File: config.mk
export PLATFORM = sky130hd
export DESIGN_NAME = blkva_ram
export DESIGN_NICKNAME = d
export VERILOG_FILES = /design/src/blkva_ram.sv
export SDC_FILE = /design/constraint.sdc
export NUM_CORES = 1
export LEC_CHECK = 0
export BUFFER_PORTS_ARGS = -buffer_cell sky130_fd_sc_hd__buf_2
export CAP_MARGIN = 20
export CORE_MARGIN = 4
export CORE_UTILIZATION = 47
export DETAILED_ROUTE_END_ITERATION = 6
export MAX_ROUTING_LAYER = met4
export PLACE_DENSITY_LB_ADDON = 0.25
export SLEW_MARGIN = 20
export SYNTH_ARGS = -nofsm -noshare
export SYNTH_HDL_FRONTEND = slang
export SYNTH_SLANG_ARGS = --single-unit
File: constraint.sdc
create_clock -name clk -period 2 [get_ports clk]
set_input_delay 0.1 -clock clk [delete_from_list [all_inputs] [get_ports clk]]
set_output_delay 0.1 -clock clk [all_outputs]
set_load 0.005 [all_outputs]
File: src/blkva_ram.sv
// ----------------------------------------------------------------------------
// blkva_ram
// Generic single-write, single-read memory with a registered read port.
// ----------------------------------------------------------------------------
module blkva_ram #(
	parameter int WIDTH = 8,
	parameter int DEPTH = 32
) (
	input  logic                     clk,
	input  logic                     we,
	input  logic [$clog2(DEPTH)-1:0] waddr,
	input  logic [WIDTH-1:0]         wdata,
	input  logic                     re,
	input  logic [$clog2(DEPTH)-1:0] raddr,
	output logic [WIDTH-1:0]         rdata
);

	logic [WIDTH-1:0] mem_q [DEPTH];

	always_ff @(posedge clk) begin
		if (we) begin
			mem_q[waddr] <= wdata;
		end
		if (re) begin
			rdata <= mem_q[raddr];
		end
	end

endmodule

==> summary.txt <==
Timing
  – RSZ-0062 raised after global routing: no
  – Final setup margin: 42.2 ps
  – FMAX: 511 MHz
  – Post-layout min period: 1960 ps
  – Count of final setup violators: 0
  – Ratio of final minimum period to clock period: 0.979
  – Worst slew margin relative to its limit: 0.564
  – Slew @ Worst Pin: ~650 ps
  – Final hold vios: 0
  – Fin. max-slew vios: 0
  – Clock skew: 8.80 ps

Cells and area
  – Synth-to-layout area growth: 16.6%
  – Final Util: 0.560
  – Share of cells above drive strength 1: 0.387
  – Commonest cells after routing, fill and taps aside: 264 x edfxtp_1, 80 x mux4_2, 34 x buf_4
  – Non-Filler Instances: approximately 790
  – Antenna diodes: 0
  – Final Instance Area: 0.0118 mm²
  – Commonest non-fill, non-tap cell in the layout: edfxtp_1
  – Number of nets in the layout: 514

Routing
  – M1 WL: 9270 µm
  – Metal2 WL: between 9000 and 10000 µm
  – WL final: 20400 µm
  – Antenna-violating nets left: 0
  – Post-DR vias/cell: 5.74
  – Met3 wire length: 1380 µm
  – Drt first-iter violations: 430
  – Detailed-route via count: 4516
  – Drt pass-1 iters: 4
  – DRC Markers: 0
  – Top Metal Used: met4
  – WL/cell: 25.9 µm

Flow run
  – Total of max-cap violations: 0

Worst setup path
  – Reg-to-Reg Start: mem_q[22][5]$_DFFE_PP_
  – CP max-delay cell: mux4_2
  – Required time of the critical path: approximately 2300 ps
  – Critical Path Max Stage Delay: 520 ps
  – Critical Path, Cell by Cell: mux4_2 > mux4_2 > mux2_2
  – Max Fanout on Critical Path: 1
  – Kind of end point of the critical path: flop
  – Worst setup path start: mem_q[22][5]$_DFFE_PP_
  – Most Frequent Cell on Critical Path: mux4_2
  – Critical Path AT: 2220 ps
  – Type of the worst setup path: flop to flop
  – Critical Path Source Type: flop

GRT
  – Vias in the first global route: 4608
  – First-pass GRT wire length: 31000 µm
  – Gr ovfl total: 0
  – Pin count of the biggest net entering global routing: 37
  – Antenna violations before repair: 0
  – GRT Total Usage: 0.182

Power
  – Overall power: 12.0 mW
  – LEAKAGE: 3.78 nW
  – Max VDD drop: 753 µV
  – Power Dens Cells: slightly above 1000 mW/mm²

Synth
  – Register area share after synthesis: 0.782
  – Ys Warns: 0
  – Post-Synthesis Cells: about 420
  – Yosys cell types: 14
  – Synth Cell Area: 0.0101 mm²
  – Synthesis-stage register bit count: 264
  – Syn nets: 438
  – Avg Inst Size Synth: approximately 24 µm²

Clock tree
  – H-tree levels: 1
  – Clk buf depth: 3
  – CTS root buffer: clkbuf_16
  – Postcts setup bufs: 0
  – Clk_lat worst skew: 520 ps
  – CTS tree: yes
  – CTS buffer count: 26
  – CTS clk-pin slew, worst paths: roughly 60 ps
  – Clk sinks: 264

Placed design
  – Setup WS pre-CTS: -175 ps
  – DP Area: 0.0109 mm²
  – Placed cell count: around 740
  – Post-DP HPWL: 12700 µm
  – Port bufs: 28
  – Placer congestion estimate: approximately 0.76

Floorplan
  – Die Ht: 155 µm
  – Initial Util: 0.481
  – Chip width: 155 µm
  – Die area: 0.0240 mm²
  – Num ports: 29
  – Core ar.: about 0.021 mm²
  – Rows: 53

Min path
  – Worst hold-check path type: input port to flop
  – Hold path start: raddr[3]

Outcome
  – Status: finished, final reports clean
## cell usage after synthesis
cell	number	area share
clkbuf_1	6	0.0022
nand3_1	2	0.00099
edfxtp_1	264	0.78
or3b_2	3	0.0026
buf_6	1	0.0011
nand2_1	1	0.00037
buf_2	1	0.00049
nand3b_1	5	0.0037
or3_1	1	0.00062
buf_4	6	0.0044
mux4_2	80	0.18
buf_1	6	0.0022
mux2_2	8	0.0089
nor2_1	33	0.012
## registers in the layout, summed over array words and instances (netlist names)
register	flops
mem_q	256
rdata	8
## logic make-up after synthesis
kind of cell,count (synthesis),share of synthesized area
multiplexers,88,0.187
buffers and inverters,20,0.0105
AND/OR/NAND/NOR,45,0.0205
flip-flops,264,0.782
## final timing paths
path,end,slack (ps),cells past startpoint
worst max-delay path,rdata[5]$_DFFE_PP_,40,3
worst min-delay path,rdata[6]$_DFFE_PP_,100,2
worst max register to register,rdata[5]$_DFFE_PP_,40,3
worst min register to register,rdata[7]$_DFFE_PP_,980,3
## repair_timing
| item | in CTS | in global routing |
|---|---|---|
| hold buffers | 1 | 0 |
| setup endpoints to repair | 0 | 1 |
| resized for setup | 0 | 1 |
| hold endpoints to repair | 8 | 0 |
## per-stage QoR
| step | hold WS, ps | TNS [ps] |
|---|---|---|
| detailed placement | 484 | -1060 |
| global placement | 486 | -1090 |
| CTS | 92.7 | 0 |
| finish | 98.1 | 0 |
| floorplan | 199 | 0 |
| global route | 75.5 | 0 |
## power breakdown
group          switching, mW  internal, mW
registers             0.0203          6.18
clock network           1.95          3.22
logic                  0.326         0.270
total                   2.30          9.67
## critical path: cells and delay by family (launching register included)
| family | cells | cell delay (ps) |
|---|---|---|
| muxes | 3 | 1320 |
| DFF | 1 | 380 |
## layout make-up
cell class                      count  area, µm²
Clock buffer                       30        687
Clock inverter                     17        233
Fill cell                        1569       9270
Multi-Input combinational cell    133       2100
Sequential cell                   264       7930
Tap cell                          275        344
Timing Repair Buffer               68        520
## per-layer routing
| metal | vias to the layer above | global-route usage |
|---|---|---|
| met5 | - | - |
| met4 | 0 | 0.0412 |
| met3 | 24 | 0.0333 |
| met2 | 144 | 0.257 |
| met1 | 2403 | 0.281 |
| li1 | 1945 | - |
Note: power is estimated with default switching activity, not from simulation.
